==> config.mk <==
export PLATFORM = sky130hd
export DESIGN_NAME = counting_semaphore_fifo_wait
export DESIGN_NICKNAME = d
export VERILOG_FILES = /design/src/rtl/csfw_pkg.sv /design/src/rtl/csfw_ctrl.sv /design/src/rtl/csfw_dp.sv /design/src/rtl/counting_semaphore_fifo_wait.sv
export SDC_FILE = /design/constraint.sdc
export NUM_CORES = 1
export LEC_CHECK = 0
export ABC_AREA = 1
export BUFFER_PORTS_ARGS = -buffer_cell sky130_fd_sc_hd__buf_2
export CAP_MARGIN = 20
export CORE_ASPECT_RATIO = 0.75
export CORE_MARGIN = 4
export CORE_UTILIZATION = 65
export DETAILED_ROUTE_END_ITERATION = 10
export PLACE_DENSITY_LB_ADDON = 0.08
export SETUP_SLACK_MARGIN = 0.2
export SLEW_MARGIN = 20
export SYNTH_ARGS = -nofsm -noshare
export SYNTH_HDL_FRONTEND = slang
export SYNTH_SLANG_ARGS = --single-unit
==> constraint.sdc <==
create_clock -name clk -period 6.7 [get_ports clk]
set_input_delay 1.005 -clock clk [delete_from_list [all_inputs] [get_ports clk]]
set_output_delay 1.005 -clock clk [all_outputs]
set_load 0.01 [all_outputs]
==> src/rtl/csfw_pkg.sv <==
// Shared types, codes and constants for the counting semaphore block.
`timescale 1ns / 1ps
package csfw_pkg;

  localparam int QUEUE_DEPTH_DEF    = 16;
  localparam int THREAD_ID_BITS_DEF = 8;

  localparam int CMD_W     = 2;
  localparam int ID_W      = 8;   // thread id field width on the ports
  localparam int ID_EXT_W  = 16;  // widest thread id the block can store
  localparam int EVENT_W   = 3;
  localparam int INIT_W    = 16;
  localparam int COUNT_W   = 18;

  localparam logic signed [COUNT_W-1:0] COUNT_MAX = {1'b0, {(COUNT_W-1){1'b1}}};
  localparam logic signed [COUNT_W-1:0] COUNT_MIN = {1'b1, {(COUNT_W-1){1'b0}}};
  localparam logic signed [COUNT_W-1:0] COUNT_RST = COUNT_W'(1);

  typedef enum logic [CMD_W-1:0] {
    CMD_WAIT   = 2'd0,
    CMD_SIGNAL = 2'd1,
    CMD_CLOSE  = 2'd2,
    CMD_NONE   = 2'd3
  } cmd_t;

  typedef enum logic [EVENT_W-1:0] {
    EV_PASSED     = 3'd0,
    EV_BLOCKED    = 3'd1,
    EV_RELEASED   = 3'd2,
    EV_NO_WAITER  = 3'd3,
    EV_CLOSE_DONE = 3'd4,
    EV_QUEUE_FULL = 3'd5
  } event_t;

  typedef struct packed {
    logic [CMD_W-1:0] command;
    logic [ID_W-1:0]  thread_id;
  } in_item_t;

  typedef struct packed {
    logic [EVENT_W-1:0] event_res;
    logic [ID_W-1:0]    released_id;
    logic               wait_failed;
    logic               last;
  } out_item_t;

  // controller -> datapath
  typedef struct packed {
    logic latch;      // capture the caller's thread id
    logic do_wait;
    logic do_signal;
    logic do_pop;     // release one waiter during close
    logic do_done;    // report close completion
  } csfw_ctrl_t;

  // datapath -> controller
  typedef struct packed {
    logic q_empty;
  } csfw_stat_t;

endpackage

==> src/rtl/csfw_ctrl.sv <==
// Controller state machine: sequences wait, signal and close commands.
`timescale 1ns / 1ps
module csfw_ctrl
  import csfw_pkg::*;
(
  input  logic       clk,
  input  logic       rst_n,
  input  logic       start,
  input  in_item_t   in_item,
  input  csfw_stat_t stat,
  output logic       busy,
  output csfw_ctrl_t ctrl
);

  typedef enum logic [1:0] {
    ST_IDLE,
    ST_WAIT,
    ST_SIGNAL,
    ST_DRAIN
  } state_t;

  state_t state_r, state_nxt;
  logic   busy_r,  busy_nxt;

  always_comb begin
    state_nxt = state_r;
    ctrl      = '0;
    case (state_r)
      ST_IDLE: begin
        if (start) begin
          ctrl.latch = 1'b1;
          case (cmd_t'(in_item.command))
            CMD_WAIT:   state_nxt = ST_WAIT;
            CMD_SIGNAL: state_nxt = ST_SIGNAL;
            CMD_CLOSE:  state_nxt = ST_DRAIN;
            default:    state_nxt = ST_IDLE;  // unused code, dropped
          endcase
        end
      end
      ST_WAIT: begin
        ctrl.do_wait = 1'b1;
        state_nxt    = ST_IDLE;
      end
      ST_SIGNAL: begin
        ctrl.do_signal = 1'b1;
        state_nxt      = ST_IDLE;
      end
      ST_DRAIN: begin
        if (stat.q_empty) begin
          ctrl.do_done = 1'b1;
          state_nxt    = ST_IDLE;
        end else begin
          ctrl.do_pop = 1'b1;
        end
      end
      default: state_nxt = ST_IDLE;
    endcase
    busy_nxt = (state_nxt != ST_IDLE);
  end

  always_ff @(posedge clk) begin
    if (!rst_n) begin
      state_r <= ST_IDLE;
      busy_r  <= 1'b0;
    end else begin
      state_r <= state_nxt;
      busy_r  <= busy_nxt;
    end
  end

  assign busy = busy_r;

endmodule

==> src/rtl/csfw_dp.sv <==
// Datapath: count, waiter queue memory with pointers, result register.
`timescale 1ns / 1ps
module csfw_dp
  import csfw_pkg::*;
#(
  parameter int QUEUE_DEPTH    = QUEUE_DEPTH_DEF,
  parameter int THREAD_ID_BITS = THREAD_ID_BITS_DEF
) (
  input  logic              clk,
  input  logic              rst_n,
  input  in_item_t          in_item,
  input  logic              cfg_we,
  input  logic [INIT_W-1:0] cfg_data,
  input  csfw_ctrl_t        ctrl,
  output csfw_stat_t        stat,
  output logic              out_valid,
  output out_item_t         out_item
);

  localparam int PTR_W = $clog2(QUEUE_DEPTH);
  localparam int OCC_W = $clog2(QUEUE_DEPTH + 1);
  localparam logic [PTR_W-1:0] PTR_LAST = PTR_W'(QUEUE_DEPTH - 1);
  localparam logic [OCC_W-1:0] OCC_FULL = OCC_W'(QUEUE_DEPTH);

  logic signed [COUNT_W-1:0] count_r, count_nxt;
  logic [PTR_W-1:0]          head_r,  head_nxt;
  logic [PTR_W-1:0]          tail_r,  tail_nxt;
  logic [OCC_W-1:0]          occ_r,   occ_nxt;
  logic [THREAD_ID_BITS-1:0] tid_r,   tid_nxt;
  logic [THREAD_ID_BITS-1:0] rd_r;
  logic                      out_valid_r, out_valid_nxt;
  out_item_t                 out_r,       out_nxt;

  logic [THREAD_ID_BITS-1:0] mem [QUEUE_DEPTH];
  logic                      mem_we;
  logic [PTR_W-1:0]          rd_addr;
  logic                      pop;
  logic signed [COUNT_W-1:0] count_inc;
  logic [ID_EXT_W-1:0]       tid_ext;

  function automatic logic [PTR_W-1:0] ptr_inc(input logic [PTR_W-1:0] p);
    ptr_inc = (p == PTR_LAST) ? '0 : p + PTR_W'(1);
  endfunction

  assign tid_ext   = ID_EXT_W'(in_item.thread_id);
  assign count_inc = (count_r == COUNT_MAX) ? count_r : count_r + COUNT_W'(1);

  always_comb begin
    count_nxt     = count_r;
    head_nxt      = head_r;
    tail_nxt      = tail_r;
    occ_nxt       = occ_r;
    tid_nxt       = tid_r;
    mem_we        = 1'b0;
    pop           = 1'b0;
    out_valid_nxt = 1'b0;
    out_nxt       = '0;
    out_nxt.last  = 1'b1;

    if (ctrl.latch) begin
      tid_nxt = tid_ext[THREAD_ID_BITS-1:0];
    end

    if (ctrl.do_wait) begin
      out_valid_nxt = 1'b1;
      if (count_r > 0) begin
        count_nxt         = count_r - COUNT_W'(1);
        out_nxt.event_res = EV_PASSED;
      end else if (occ_r == OCC_FULL) begin
        out_nxt.event_res = EV_QUEUE_FULL;
      end else begin
        if (count_r != COUNT_MIN) begin
          count_nxt = count_r - COUNT_W'(1);
        end
        mem_we            = 1'b1;
        tail_nxt          = ptr_inc(tail_r);
        occ_nxt           = occ_r + OCC_W'(1);
        out_nxt.event_res = EV_BLOCKED;
      end
    end

    if (ctrl.do_signal) begin
      out_valid_nxt = 1'b1;
      count_nxt     = count_inc;
      if (count_inc > 0) begin
        out_nxt.event_res = EV_PASSED;
      end else if (occ_r == '0) begin
        out_nxt.event_res = EV_NO_WAITER;
      end else begin
        pop                 = 1'b1;
        out_nxt.event_res   = EV_RELEASED;
        out_nxt.released_id = ID_W'(rd_r);
      end
    end

    if (ctrl.do_pop) begin
      pop                 = 1'b1;
      out_valid_nxt       = 1'b1;
      out_nxt.event_res   = EV_RELEASED;
      out_nxt.released_id = ID_W'(rd_r);
      out_nxt.wait_failed = 1'b1;
      out_nxt.last        = 1'b0;
    end

    if (ctrl.do_done) begin
      out_valid_nxt     = 1'b1;
      out_nxt.event_res = EV_CLOSE_DONE;
    end

    if (pop) begin
      head_nxt = ptr_inc(head_r);
      occ_nxt  = occ_r - OCC_W'(1);
    end

    // re-create: new count, queue emptied
    if (cfg_we) begin
      count_nxt = COUNT_W'(cfg_data);
      head_nxt  = '0;
      tail_nxt  = '0;
      occ_nxt   = '0;
    end
  end

  // read the entry that will be at the head after this cycle
  assign rd_addr = pop ? ptr_inc(head_r) : head_r;

  always_ff @(posedge clk) begin
    if (mem_we) begin
      mem[tail_r] <= tid_r;
    end
    rd_r <= mem[rd_addr];
  end

  always_ff @(posedge clk) begin
    if (!rst_n) begin
      count_r     <= COUNT_RST;
      head_r      <= '0;
      tail_r      <= '0;
      occ_r       <= '0;
      out_valid_r <= 1'b0;
    end else begin
      count_r     <= count_nxt;
      head_r      <= head_nxt;
      tail_r      <= tail_nxt;
      occ_r       <= occ_nxt;
      out_valid_r <= out_valid_nxt;
    end
  end

  always_ff @(posedge clk) begin
    tid_r <= tid_nxt;
    out_r <= out_nxt;
  end

  assign stat.q_empty = (occ_r == '0);
  assign out_valid    = out_valid_r;
  assign out_item     = out_r;

endmodule

==> src/rtl/counting_semaphore_fifo_wait.sv <==
// Top level of the counting semaphore with a FIFO queue of blocked threads.
`timescale 1ns / 1ps
// Usage:
//   Command channel: a command transfers at a rising edge with start high and
//   busy low. in_item carries the command (wait, signal, close) and the
//   caller's thread id. Command code 3 is taken and dropped without a result.
//   Result channel: each result sits on out_item for one cycle with out_valid
//   high; the receiver cannot stall it. out_item.last marks a command's final
//   result.
//   Configuration: cfg_we with cfg_data loads a new initial count and empties
//   the waiter queue; write only while idle. No result is produced.
// Timing:
//   Wait and signal: the result is registered from the controller's execute
//   state; busy stays high until the controller is back in idle, so a new
//   command is taken only after the last one is done. Close with N waiters
//   queued: N releases on consecutive cycles, then close done. The waiter
//   queue memory has a registered read port (one pop per cycle).
// Reset: synchronous, active low. Count returns to 1, the queue empties,
//   the controller idles. Queue contents are left as they are.
module counting_semaphore_fifo_wait
  import csfw_pkg::*;
#(
  parameter int QUEUE_DEPTH    = QUEUE_DEPTH_DEF,
  parameter int THREAD_ID_BITS = THREAD_ID_BITS_DEF
) (
  input  logic              clk,
  input  logic              rst_n,
  input  logic              start,
  output logic              busy,
  input  in_item_t          in_item,
  input  logic              cfg_we,
  input  logic [INIT_W-1:0] cfg_data,
  output logic              out_valid,
  output out_item_t         out_item
);

  csfw_ctrl_t ctrl;
  csfw_stat_t stat;

  // sequencing: idle, execute wait/signal, drain on close
  csfw_ctrl u_ctrl (
    .clk     (clk),
    .rst_n   (rst_n),
    .start   (start),
    .in_item (in_item),
    .stat    (stat),
    .busy    (busy),
    .ctrl    (ctrl)
  );

  // count arithmetic, waiter queue and the result register
  csfw_dp #(
    .QUEUE_DEPTH    (QUEUE_DEPTH),
    .THREAD_ID_BITS (THREAD_ID_BITS)
  ) u_dp (
    .clk       (clk),
    .rst_n     (rst_n),
    .in_item   (in_item),
    .cfg_we    (cfg_we),
    .cfg_data  (cfg_data),
    .ctrl      (ctrl),
    .stat      (stat),
    .out_valid (out_valid),
    .out_item  (out_item)
  );

  // a close keeps releasing every cycle until its final result
  a_drain_contiguous: assert property (@(posedge clk) disable iff (!rst_n)
    out_valid && !out_item.last |=> out_valid)
    else $error("close drain broke off before its final result");

  // an accepted wait or signal is answered by a final result
  a_single_latency: assert property (@(posedge clk) disable iff (!rst_n)
    start && !busy && (in_item.command == CMD_WAIT || in_item.command == CMD_SIGNAL)
    |-> ##2 (out_valid && out_item.last))
    else $error("wait/signal result missing or late");

  // a failed wait only comes from a close release, never the final transfer
  a_failed_release: assert property (@(posedge clk) disable iff (!rst_n)
    out_valid && out_item.wait_failed |-> out_item.event_res == EV_RELEASED && !out_item.last)
    else $error("failed wait flagged on a non-release result");

endmodule
### After elaboration in Yosys (flattened, before gate mapping)

Memory sizes are Yosys's and may differ from the RTL's. A register that Yosys moved wholly into a read port is not among the register bits.
Index checks and enable logic that the tools add are counted.

| cells by class | value |
|---|---|
| $lt $le $gt $ge | 2 |
| equality and inequality tests | 14 |
| reductions and logical operators | 16 |
| bitwise operators | 3 |
| muxes and demuxes | 46 |
| add/subtract/negate cells | 6 |

Operator list:

| kind | count |
|---|---|
| $mux W18 | 6 |
| $gt A18 B1 Y1 const B | 2 |
| $mux W5 | 4 |
| $mux W1 | 19 |
| $add A18 B2 Y18 const B | 1 |
| $eq A18 B18 Y1 const B | 1 |
| $ne A18 B18 Y1 const B | 1 |
| $sub A18 B2 Y18 const B | 1 |
| $mux W16 | 1 |
| $mux W8 | 2 |
| $mux W13 | 1 |
| $mux W4 | 3 |
| $pmux W2 S3 | 2 |
| $reduce_and A3 Y1 | 4 |
| $mux W11 | 1 |
| $mux W3 | 3 |
| $add A4 B1 Y4 const B | 2 |
| $eq A4 B4 Y1 const B | 2 |
| $mux W2 | 4 |
| $eq A2 B2 Y1 const B | 3 |
| $reduce_bool A2 Y1 | 3 |
| $reduce_bool A3 Y1 | 2 |
| $reduce_or A2 Y1 | 3 |
| $add A5 B1 Y5 const B | 1 |
| other kinds (10) | 15 |

| word-level totals | value |
|---|---|
| input port bits | 30 |
| register bits | 56 |
| memories | 1 |
| word-level logic and storage cells | 102 |
| bits in writable memories | 128 |

Memory list:

| memory | depth | bits a word | read ports | clocked after memory_dff | wr ports | RTL line | text |
|---|---|---|---|---|---|---|---|
| u_dp.mem | 16 | 8 | 1 | 1 | 1 | csfw_dp.sv:34 | `logic [THREAD_ID_BITS-1:0] mem [QUEUE_DEPTH];` |

### Depth between registers and ports, before layout

Gate-level depths: netlist of the first run.

| logic depth | value |
|---|---|
| depth in word-level cells | 8 |
| mapped depth | 23 |

### Cells and area by module

Synthesis of the first run repeated with hierarchy kept, for this count alone.

| unflattened totals | value |
|---|---|
| cell total of the unflattened synthesis | 1076 |
| area total of the unflattened synthesis | 9359.0 um2 |

By module, submodules not included:

| module | area each (um2) | cells each | instances | sequential area each (um2) |
|---|---|---|---|---|
| csfw_dp | 9160.0 | 1047 | 1 | 5144.9 |
| csfw_ctrl | 198.9 | 29 | 1 | 60.1 |

### Worst setup path after synthesis of the first run

Ideal clock, no wire load.

| timing path | value |
|---|---|
| path type | register to register |
| start | register u_dp.count_r[0] |
| end | register u_dp.occ_r[4] |
| slack | 3.780 ns |
| data required time | 6.578 ns |
| data arrival time | 2.798 ns |
| library setup time | 0.122 ns |
| stages on the path, launching flop included | 23 |
| path buffers | 1 |
| clock period less this slack | 2.920 ns |
| cell sequence | dfxtp_1 > ha_1 > nand2_1 > nor2_1 > nand2_2 > nor2_4 > nand2_2 > buf_6 > nand3_1 > nor2_1 > nand2_1 > nor2_1 > nand3_2 > nand3_4 > nand2_4 > inv_4 > fa_1 > a21oi_1 > o21bai_1 > nand3_1 > o21ai_0 > o21ai_0 > a21oi_1 |

| between the ends | value |
|---|---|
| longest elaborated chain between the ends | 8 |
| elaborated cells between the ends (all ways) | 13 |
| classes of those cells | add/sub: 1; order compare: 2; eq/ne: 3; mux: 5; reduce/logical: 2 |

Ends and longest elaborated chain:

| what | RTL line | text |
|---|---|---|
| from (decl) | csfw_dp.sv:25 | `logic signed [COUNT_W-1:0] count_r, count_nxt;` |
| from (signal assigned) | csfw_dp.sv:142 | `count_r <= count_nxt;` |
| $add A18 B2 Y18 / $eq A18 B18 Y1 (equally long branches) | csfw_dp.sv:46 | `assign count_inc = (count_r == COUNT_MAX) ? count_r : count_r + COUNT_W'(1);` |
| $mux W18 | csfw_dp.sv:46 |  |
| $gt A18 B1 Y1 | csfw_dp.sv:85 | `if (count_inc > 0) begin` |
| $mux W1 | csfw_dp.sv:85 |  |
| $mux W1 | csfw_dp.sv:82 | `if (ctrl.do_signal) begin` |
| $mux W1 | csfw_dp.sv:96 | `if (ctrl.do_pop) begin` |
| $ne A2 B1 Y1 (no line) / $reduce_bool A2 Y1 (equally long branches) | - |  |
| $reduce_and A3 Y1 (no line) | - |  |
| to (signal assigned) | csfw_dp.sv:145 | `occ_r <= occ_nxt;` |
| to (decl) | csfw_dp.sv:28 | `logic [OCC_W-1:0] occ_r, occ_nxt;` |

Several ways; a longest one is shown, not always the timed one.
A chain may end at the register's enable or synchronous reset.

### Final worst setup path of the first run

| timing path | value |
|---|---|
| start | register u_dp.count_r[0] |
| end | register u_dp.rd_r[7], read port of u_dp.mem |

| between the ends | value |
|---|---|
| longest elaborated chain between the ends | 7 |
| elaborated cells between the ends (all ways) | 8 |
| classes of those cells | add/sub: 1; order compare: 1; eq/ne: 1; mux: 5 |

Ends and longest elaborated chain:

| what | RTL line | text |
|---|---|---|
| $add A18 B2 Y18 / $eq A18 B18 Y1 (equally long branches) | csfw_dp.sv:46 |  |
| $mux W18 (*) | csfw_dp.sv:46 |  |
| $gt A18 B1 Y1 (*) | csfw_dp.sv:85 |  |
| $mux W1 (*) | csfw_dp.sv:85 |  |
| $mux W1 (*) | csfw_dp.sv:82 |  |
| $mux W1 (*) | csfw_dp.sv:96 |  |
| $mux W4 (*) | csfw_dp.sv:125 | `assign rd_addr = pop ? ptr_inc(head_r) : head_r;` |
| to (decl) | csfw_dp.sv:30 | `logic [THREAD_ID_BITS-1:0] rd_r;` |

Mark *: on every way between the ends. The rest lies on a longest branch, timed or not.

==> key figures, run 1 <==
Timing
  • Max-slew violations: 0
  • Setup-failing EPs final: 0
  • Slew headroom: around two fifths
  • Hold Violations, Final: 0
  • Fmax: 239 MHz
  • Clock Skews: approximately 14 ps
  • Min cycle time layout: between 4000 and 5000 ps
  • Worst setup margin: between 2000 and 3000 ps
  • Unrepaired setup endpoints after global routing: false
  • Final period util: approximately 63%
  • Final TNS setup: 0 ps
  • Measured slew at the worst slew-check pin: 868 ps

Clock tree
  • Bufs on Longest Clock Path: 2
  • Hold buffer count at CTS: 0
  • CTS resizes: 0
  • Setup Fix Bufs, Post-CTS: 0
  • Clock slew at reported path FFs: 80 ps
  • Worst-Skew Late Latency: 440 ps
  • H-tree Lvls: 4
  • CTS tree: done
  • CTS Sinks: 192
  • Clock root buffer: clkbuf_16
  • CTS Buf Count: 17

Critical path
  • CP endpoint kind: register
  • Startpoint Class: register
  • Crit Path Class: reg -> reg
  • Delay-heaviest family, CP: simple AND/OR/NAND/NOR gates
  • Worst R2R Setup Slack: 2510 ps
  • Buf/Inv on CP: 1
  • CP required: 7030 ps
  • Crit-path most repeated cell: nand3_1
  • Highest-delay cell along the critical path: nand2_2
  • Crit path DAT: 4520 ps
  • CP cell instances: ha_1 -> nand2_1 -> nor2_1 -> nand2_2 -> nor2_4 -> nand2_2 -> inv_2 -> nor2_1 -> nand3_1 -> nor2_1 -> nand3_2 -> nand3_4 -> nand3_2 -> nand2_2 -> nand2_1 -> nand3_1 -> nand3_1 -> nand3_1 -> nand2_1
  • CP max FO: 48
  • Worst path max stage delay: ~840 ps

Final layout
  • Antenna cells: 0
  • Core Util, Final: 73.6%
  • Synth-to-Final Area Change: 8.87%
  • Fraction of layout cells with a size suffix above 1: 9.51%
  • Fillers: ~1100
  • # nets final: around 1200
  • Commonest cells after routing, fill and taps aside: nand2_1 (203), inv_1 (203), nand3_1 (190)

Route
  • DR DRC count: 0
  • Routed Wire Length: 24400 µm
  • DR WL/cell: 18.5 µm
  • Vias/cell: 5.74
  • Via count: 7574
  • Detailed Route Iter0 Violations: between 1000 and 1500
  • Detailed Routing Iterations Pass 1: 5
  • ANT nets after route: 0

Power and ir drop
  • Peak supply drop: between 0.0002 and 0.00025 V
  • Leakage: 4.56 nW
  • Clock share of power: around two fifths
  • Internal power: 1.85 mW
  • Gate power share: 6.6%
  • Seq pwr share: 53.7%
  • Net switching power: between 0.6 and 0.7 mW
  • Sw Ratio: 26.0%
  • Pwr Density: between 200 and 250 nW/µm²

GRT
  • Initial antenna violation count: 0
  • Vias in the first global route: roughly 6600
  • Largest net degree at the start of global routing: 49
  • First-pass GRT wire length: 38000 µm
  • All-Layer GR Usage: 30.3%
  • Residual overflow from global routing: 0

Synth
  • Area leader, netlist: edfxtp_1
  • Synth Area in Simple Gates: 24.9%
  • Yosys synthesis warning count: 0
  • Largest family of logic cells by synthesized area: simple AND/OR/NAND/NOR gates
  • Mapped Cells: 1087
  • Mean Syn Cell Area: just under 9 µm²
  • Commonest register cell after synthesis: edfxtp_1
  • Synth Cell Area: 9450 µm²
  • Syn_nets: ~1100
  • EDFF count, synth: 136
  • XOR/XNOR Fraction of Synth Area: under 10%
  • Asr flop ratio synth: 0%
  • Portion of netlist area occupied by mux cells: 0%
  • Adder-Cell Fraction of Synth Area: 2.33%
  • Seq/Total Area, Yosys: 55.1%
  • Post-synthesis register bit count: 192
  • Dominant cells by area after synthesis: edfxtp_1 (43%), dfxtp_1 (12%), nand3_1 (10%), nand2_1 (8.1%), inv_1 (8.1%)
  • Library cells used by synthesis: 42
  • Yosys top cell area share: around 43%
  • Compound-Gate Fraction of Synth Area: 5.75%

Floorplanning
  • Top Ports: 45
  • Initial Utilization: 67.6%
  • Die area: between 15000 and 20000 µm²
  • Die Height: 112 µm
  • Std cell rows: 37
  • Die X-Extent: about 150 µm
  • Floorplan core area: around 14000 µm²

Place
  • Dpl hpwl: 17200 µm
  • Dpl ws: 2730 ps
  • I/O Buffers: 44
  • Global placer's final weighted congestion: 1.01

Outcome
  • Status: complete, no violations

Min path
  • Min-Delay Path Class: reg -> reg

Flow run
  • Max Cap Viol: 0
==> synth_stat cells (6+ instances only) <==
library cell	count
buf_2	19
clkbuf_1	10
nand2_1	204
nand2_2	7
buf_4	6
nor2_1	93
nand4_1	10
nand3_1	190
o21ai_0	28
a31oi_1	6
edfxtp_1	136
ha_1	16
dfxtp_1	56
inv_1	203
xor2_1	9
a21oi_1	31
==> per-stage QoR <==
step / cells / hold WS (ps) / total power, mW / cell area (µm²)
global placement: 1288 / 410 / 1.52 / 9700
global route: 1320 / 438 / 2.58 / 10300
CTS: 1320 / 431 / 2.50 / 10300
finish: 1320 / 429 / 2.50 / 10300
detailed placement: 1288 / 418 / 1.52 / 9700
floorplan: 1087 / 394 / 1.46 / 9450
==> logic make-up after synthesis <==
kind of cell,count (synthesis)
simple gates,526
buf+inv,249
flops,192
compound gates,91
fa+ha+maj,17
xor+xnor,12
==> state kept, by name (all words and copies together), names as in the netlist <==
signal	count
u_dp.occ_r	5
u_ctrl.state_r	2
u_dp.tid_r	8
u_dp.tail_r	4
u_dp.rd_r	8
u_dp.mem	128
u_dp.head_r	4
u_dp.out_item	13
u_dp.count_r	18
u_dp.out_valid	1
u_ctrl.busy	1
==> routing by layer <==
layer	wire (µm)	vias up	GRT usage (%)
met2	8820	492	36.2
met3	3320	39	9.04
met4	444	0	7.64
li1	-	3603	-
met1	11800	3440	51.9
met5	0	-	0
==> power groups by stage <==
| stage | sequential (mW) | combinational, mW | clock, mW |
|---|---|---|---|
| global route | 1.34 | 0.182 | 1.06 |
| CTS | 1.34 | 0.159 | 0.999 |
| floorplan | 1.34 | 0.118 | 0 |
| global placement | 1.36 | 0.158 | 0 |
| finish | 1.34 | 0.165 | 0.992 |
| detailed placement | 1.36 | 0.158 | 0 |
==> worst register-to-register path, cell delays in order (launching register included) <==
cell and delay (ps):
dfxtp_1 400, ha_1 310, nand2_1 90, nor2_1 50, nand2_2 130, nor2_4 60
nand2_2 220, inv_2 170, nor2_1 230, nand3_1 110, nor2_1 130, nand3_2 120
nand3_4 120, nand3_2 400, nand2_2 840, nand2_1 260, nand3_1 140, nand3_1 90
nand3_1 120, nand2_1 80
==> path summary, 6_finish.rpt <==
kind	startpoint	to	cells after the start
max	u_dp.count_r[0]	u_dp.rd_r[7]	19
min	u_dp.rd_r[7]	u_dp.out_item[9]	2
max reg2reg	u_dp.count_r[0]	u_dp.rd_r[7]	19
min reg2reg	u_dp.rd_r[7]	u_dp.out_item[9]	2
==> cell type report <==
type                       instances  area (µm²)  area share [%]
inverter                         209         790            7.67
clock inverter                    15         165            1.61
sequential                       192        5200            50.6
tap                              195         244            2.37
timing repair buffer              46         235            2.29
clock buffer                      17         425            4.13
multi-input combinational        646        3220            31.3
(Power assumes the default switching activity.)
==> inputs of run 2 (changes only) <==
--- a/config.mk
+++ b/config.mk
@@ -10,7 +10,7 @@
 export CAP_MARGIN = 20
 export CORE_ASPECT_RATIO = 0.75
 export CORE_MARGIN = 4
-export CORE_UTILIZATION = 65
+export CORE_UTILIZATION = 62
 export DETAILED_ROUTE_END_ITERATION = 10
 export PLACE_DENSITY_LB_ADDON = 0.08
 export SETUP_SLACK_MARGIN = 0.2
==> constraint.sdc (replaced) <==
create_clock -name clk -period 3.9 [get_ports clk]
set_input_delay 0.585 -clock clk [delete_from_list [all_inputs] [get_ports clk]]
set_output_delay 0.585 -clock clk [all_outputs]
set_load 0.01 [all_outputs]
==> key figures, run 2 (synthesized netlist as in run 1, its figures left out) <==
Floorplanning
  • Top Ports: 45
  • Die X-Extent: 151 µm
  • Floorplan core area: 14700 µm²
  • Die area: between 15000 and 20000 µm²
  • Die Height: about 110 µm
  • Initial Utilization: 64.3%
  • Std cell rows: 38

Place
  • I/O Buffers: 44
  • Global placer's final weighted congestion: 1.01
  • Placed Cells: 1317
  • Dpl hpwl: 18100 µm

GRT
  • Initial antenna violation count: 0
  • First-pass GRT wire length: approximately 40000 µm
  • Largest net degree at the start of global routing: 49
  • All-Layer GR Usage: 30.9%
  • Vias in the first global route: 6902
  • Residual overflow from global routing: 0

Timing
  • Final period util: 86.4%
  • Unrepaired setup endpoints after global routing: false
  • Final TNS setup: 0 ps
  • Setup-failing EPs final: 0
  • Fmax: 297 MHz
  • Hold Violations, Final: 0
  • Measured slew at the worst slew-check pin: between 1000 and 1500 ps
  • Clock Skews: 12.5 ps
  • Min cycle time layout: 3370 ps
  • Max-slew violations: 0
  • Slew headroom: 31.4%

Min path
  • Hold Path Cell Cnt: 1
  • Min-Delay Path Class: in -> reg

Final layout
  • Antenna cells: 0
  • # nets final: 1183
  • Most common cell after layout, fill and taps aside: nand2_1
  • Top reg by flops: u_dp.mem
  • Finished Layout Cells: 1349
  • Seq. cell area: 5210 µm²
  • Multi-input gate area: 3250 µm²
  • Commonest cells after routing, fill and taps aside: nand2_1 (204), inv_1 (203), nand3_1 (190)
  • Fillers: 1159
  • Fraction of layout cells with a size suffix above 1: a little under an eighth
  • Max reg flops: 128
  • Synth-to-Final Area Change: 11.4%

Route
  • DR WL/cell: 19.0 µm
  • Via count: 7716
  • Routed Wire Length: 25600 µm
  • DR DRC count: 0
  • ANT nets after route: 0
  • Detailed Routing Iterations Pass 1: 5
  • Vias/cell: between 5 and 6
  • Detailed Route Iter0 Violations: 1054

Critical path
  • Worst path max stage delay: 460 ps
  • Crit path DAT: 3710 ps
  • Delay-heaviest family, CP: simple AND/OR/NAND/NOR gates
  • Cell depth of the worst flop-to-flop path: 19
  • Crit Path Class: reg -> reg
  • CP required: 4240 ps
  • CP cell instances: nand2_1 -> inv_1 -> nand2_1 -> nor2_2 -> inv_1 -> nor3_2 -> a21oi_1 -> o211ai_1 -> nand3_4 -> nand2_4 -> buf_6 -> nand2_4 -> nand2_2 -> buf_12 -> nand2_1 -> nand3_1 -> nand3_1 -> nand3_1 -> nand2_1
  • CP max FO: 48
  • Startpoint Class: register
  • CP endpoint kind: register
  • Critical path depth: 19
  • Highest-delay cell along the critical path: dfxtp_1
  • Crit-path most repeated cell: nand2_1
  • Buf/Inv on CP: 4

Clock tree
  • CTS tree: done
  • Hold buffer count at CTS: 0
  • H-tree Lvls: 4
  • Bufs on Longest Clock Path: 2
  • Clock root buffer: clkbuf_16
  • Worst-Skew Late Latency: 450 ps
  • Clock slew at reported path FFs: about 80 ps
  • CTS Sinks: 192
  • CTS Buf Count: 17

Power and ir drop
  • Total design power: 4.32 mW
  • Pwr Density: 410 nW/µm²
  • Leakage: 4.70 nW
  • Peak supply drop: 0.000313 V

Outcome
  • Status: complete, no violations

Flow run
  • Max Cap Viol: 0
-- run 2: layer usage --
metal,track usage (%),vias up,wire (µm),share of wire [%]
li1,-,3647,-,-
met1,50.7,3584,12100,47
met2,37.3,454,9690,38
met3,12.0,31,3540,14
met4,7.74,0,314,1.2
met5,0,-,0,0
-- run 2: final cells by class --
cell class | instances | share of cell area, %
inverter | 209 | 7.53
tap | 200 | 2.38
clock inverter | 14 | 1.44
timing repair buffer | 70 | 4.22
clock buffer | 18 | 4.08
sequential | 192 | 49.5
multi-input combinational | 646 | 30.9
-- run 2: worst paths after layout --
path	slack, ps	startpoint	end
setup / recovery	530	u_dp.count_r[6]	u_dp.rd_r[0]
hold / removal	310	in_item[0]	u_dp.tid_r[0]
setup reg to reg	530	u_dp.count_r[6]	u_dp.rd_r[0]
hold reg to reg	460	u_dp.rd_r[3]	u_dp.out_item[5]
-- run 2: stage by stage --
stage               util [%]  hold WS, ps  setup slack [ps]  area, µm²
floorplan                  -          394               980       9450
global placement        67.4          435               417       9910
detailed placement      67.4          435               277       9910
CTS                     71.4          304               208      10500
global route            71.6          303               248      10500
finish                  71.6          315               532      10500
-- run 2: repair_timing --
item                                    in CTS  in global routing
endpoints found under the setup margin       0                  9
resized for setup                            0                  9
setup buffers                                0                  0
endpoints found under the hold margin        0                  0
-- run 2: where the power goes --
group	leakage, nW	internal (mW)	switching [mW]
Sequential	1.69	2.22	0.0741
Combinational	2.74	0.107	0.203
Clock	0.274	0.856	0.859
==> inputs of run 3 (changes only) <==
--- a/config.mk
+++ b/config.mk
@@ -12,6 +12,7 @@
 export CORE_MARGIN = 4
 export CORE_UTILIZATION = 62
 export DETAILED_ROUTE_END_ITERATION = 10
+export MAX_ROUTING_LAYER = met4
 export PLACE_DENSITY_LB_ADDON = 0.08
 export SETUP_SLACK_MARGIN = 0.2
 export SLEW_MARGIN = 20
==> key figures, run 3 (synthesized netlist as in run 1, its figures left out) <==
Final layout
  • Fillers: 1172
  • Final instance area: 10500 µm²
  • Max reg flops: 128
  • Fraction of layout cells with a size suffix above 1: 11.1%
  • Multi-input gate area: 3230 µm²
  • Seq. cell area: 5200 µm²
  • Most common cell after layout, fill and taps aside: nand2_1
  • Synth-to-Final Area Change: 10.9%
  • # nets final: 1179
  • Top reg by flops: u_dp.mem
  • Finished Layout Cells: 1345
  • Antenna cells: 0
  • Commonest cells after routing, fill and taps aside: nand2_1 (204), inv_1 (203), nand3_1 (190)

Timing
  • Setup-failing EPs final: 0
  • Worst setup margin: roughly 460 ps
  • Final TNS setup: 0 ps
  • Fmax: about 290 MHz
  • Slew headroom: 33.5%
  • Hold Violations, Final: 0
  • Measured slew at the worst slew-check pin: 994 ps
  • Clock Skews: around 17 ps
  • Max-slew violations: 0
  • Final period util: 88.3%
  • Min cycle time layout: about 3400 ps
  • Unrepaired setup endpoints after global routing: false

Clock tree
  • CTS tree: done
  • Clock slew at reported path FFs: 80 ps
  • CTS Buf Count: 17
  • Clock root buffer: clkbuf_16
  • Bufs on Longest Clock Path: 2
  • H-tree Lvls: 4
  • CTS Sinks: about 190
  • Worst-Skew Late Latency: 440 ps
  • Hold buffer count at CTS: 0

Place
  • Placed Cells: 1313
  • DP Area: between 9000 and 10000 µm²
  • Dpl ws: 453 ps
  • Global placer's final weighted congestion: 1.03
  • I/O Buffers: 44
  • Dpl hpwl: 17300 µm

Min path
  • Hold Path Origin: in_item[3]
  • Min-Delay Endpoint: u_dp.tid_r[3]
  • Hold Path Cell Cnt: 1
  • Min-Delay Path Class: in -> reg

Critical path
  • CP max FO: 33
  • Crit Path Class: reg -> reg
  • CP required: 4270 ps
  • Cell depth of the worst flop-to-flop path: 17
  • Startpoint Class: register
  • CP endpoint kind: register
  • Worst reg2reg path startpoint: u_dp.count_r[7]
  • R2R Path End: u_dp.rd_r[0]
  • Crit path DAT: 3820 ps
  • Worst R2R Setup Slack: 460 ps

Floorplanning
  • Die Height: roughly 110 µm
  • Die area: 17300 µm²
  • Floorplan core area: 14700 µm²
  • Std cell rows: 38
  • Top Ports: 45
  • Initial Utilization: roughly 64%
  • Die X-Extent: around 150 µm

Power and ir drop
  • Leakage: 4.65 nW
  • Peak supply drop: 0.000315 V
  • Pwr Density: roughly 410 nW/µm²
  • Total design power: 4.30 mW

Route
  • Via count: 7549
  • DR WL/cell: 18.3 µm
  • ANT nets after route: 0
  • Routed Wire Length: 24600 µm
  • Detailed Route Iter0 Violations: 1030
  • DR DRC count: 0
  • Vias/cell: roughly 5.6
  • Detailed Routing Iterations Pass 1: 6

Outcome
  • Status: complete, no violations

GRT
  • GRT busiest layer: met1
  • Global routing usage on met2: 36.5%
  • Met3 usage: 7.96%
  • Met1 Use GR: about 51%
  • All-Layer GR Usage: 30.6%
  • Largest net degree at the start of global routing: 34
  • Vias in the first global route: 6734
  • First-pass GRT wire length: between 30000 and 40000 µm
  • Residual overflow from global routing: 0
  • Initial antenna violation count: 0

Flow run
  • Max Cap Viol: 0
[run 3: worst max path at each step]
stage,cells after the start,to,slack (ps),start
global route,21,u_dp.occ_r[4],220,u_dp.count_r[1]
detailed placement,21,u_dp.occ_r[4],450,u_dp.count_r[1]
global placement,21,u_dp.occ_r[4],530,u_dp.count_r[1]
CTS,21,u_dp.occ_r[4],440,u_dp.count_r[1]
floorplan,22,u_dp.occ_r[4],980,u_dp.count_r[0]
finish,17,u_dp.rd_r[0],460,u_dp.count_r[7]
[run 3: report_power, final]
part / switching (mW) / internal (mW) / total (mW)
Clock: 0.846 / 0.860 / 1.71
Combinational: 0.201 / 0.101 / 0.302
Sequential: 0.0736 / 2.22 / 2.29
Total: 1.12 / 3.18 / 4.30
[run 3: stage by stage]
stage / util, % / hold WS (ps)
3_3_place_gp: 67.2 / 407
2_1_floorplan: - / 394
4_1_cts: 71.2 / 311
6_report: 71.3 / 324
3_5_place_dp: 67.2 / 414
5_1_grt: 71.3 / 308
[run 3: area by class of cell]
type | count | area share, %
sequential | 192 | 49.7
multi-input combinational | 646 | 30.8
inverter | 209 | 7.56
clock buffer | 17 | 4.06
timing repair buffer | 66 | 3.92
tap | 200 | 2.39
clock inverter | 15 | 1.58
[run 3: metal layers]
metal	routed length (µm)	up-vias	part of all wire, %
met5	0	-	0
met4	206	0	0.84
met3	3210	23	13
met2	9340	414	38
met1	11800	3474	48
li1	-	3638	-
[run 3: worst max-delay path, cell delays in order (launching register included)]
cell and delay, ps:
dfxtp_1 470, nand2_1 250, nor2_1 420, nand3_1 140
nand2_1 80, nand3_1 150, nor2_1 140, nand2_1 60
nor2_1 120, nand3_2 140, nand3_4 140, nand2_8 120
o21ai_2 130, buf_4 370, nand3_1 260, nand3_1 170
nand3_1 100, nand2_1 80
[run 3: what timing repair did]
action,in CTS,in global routing
buffers inserted,0,0
resized for setup,0,3
setup endpoints to repair,0,9
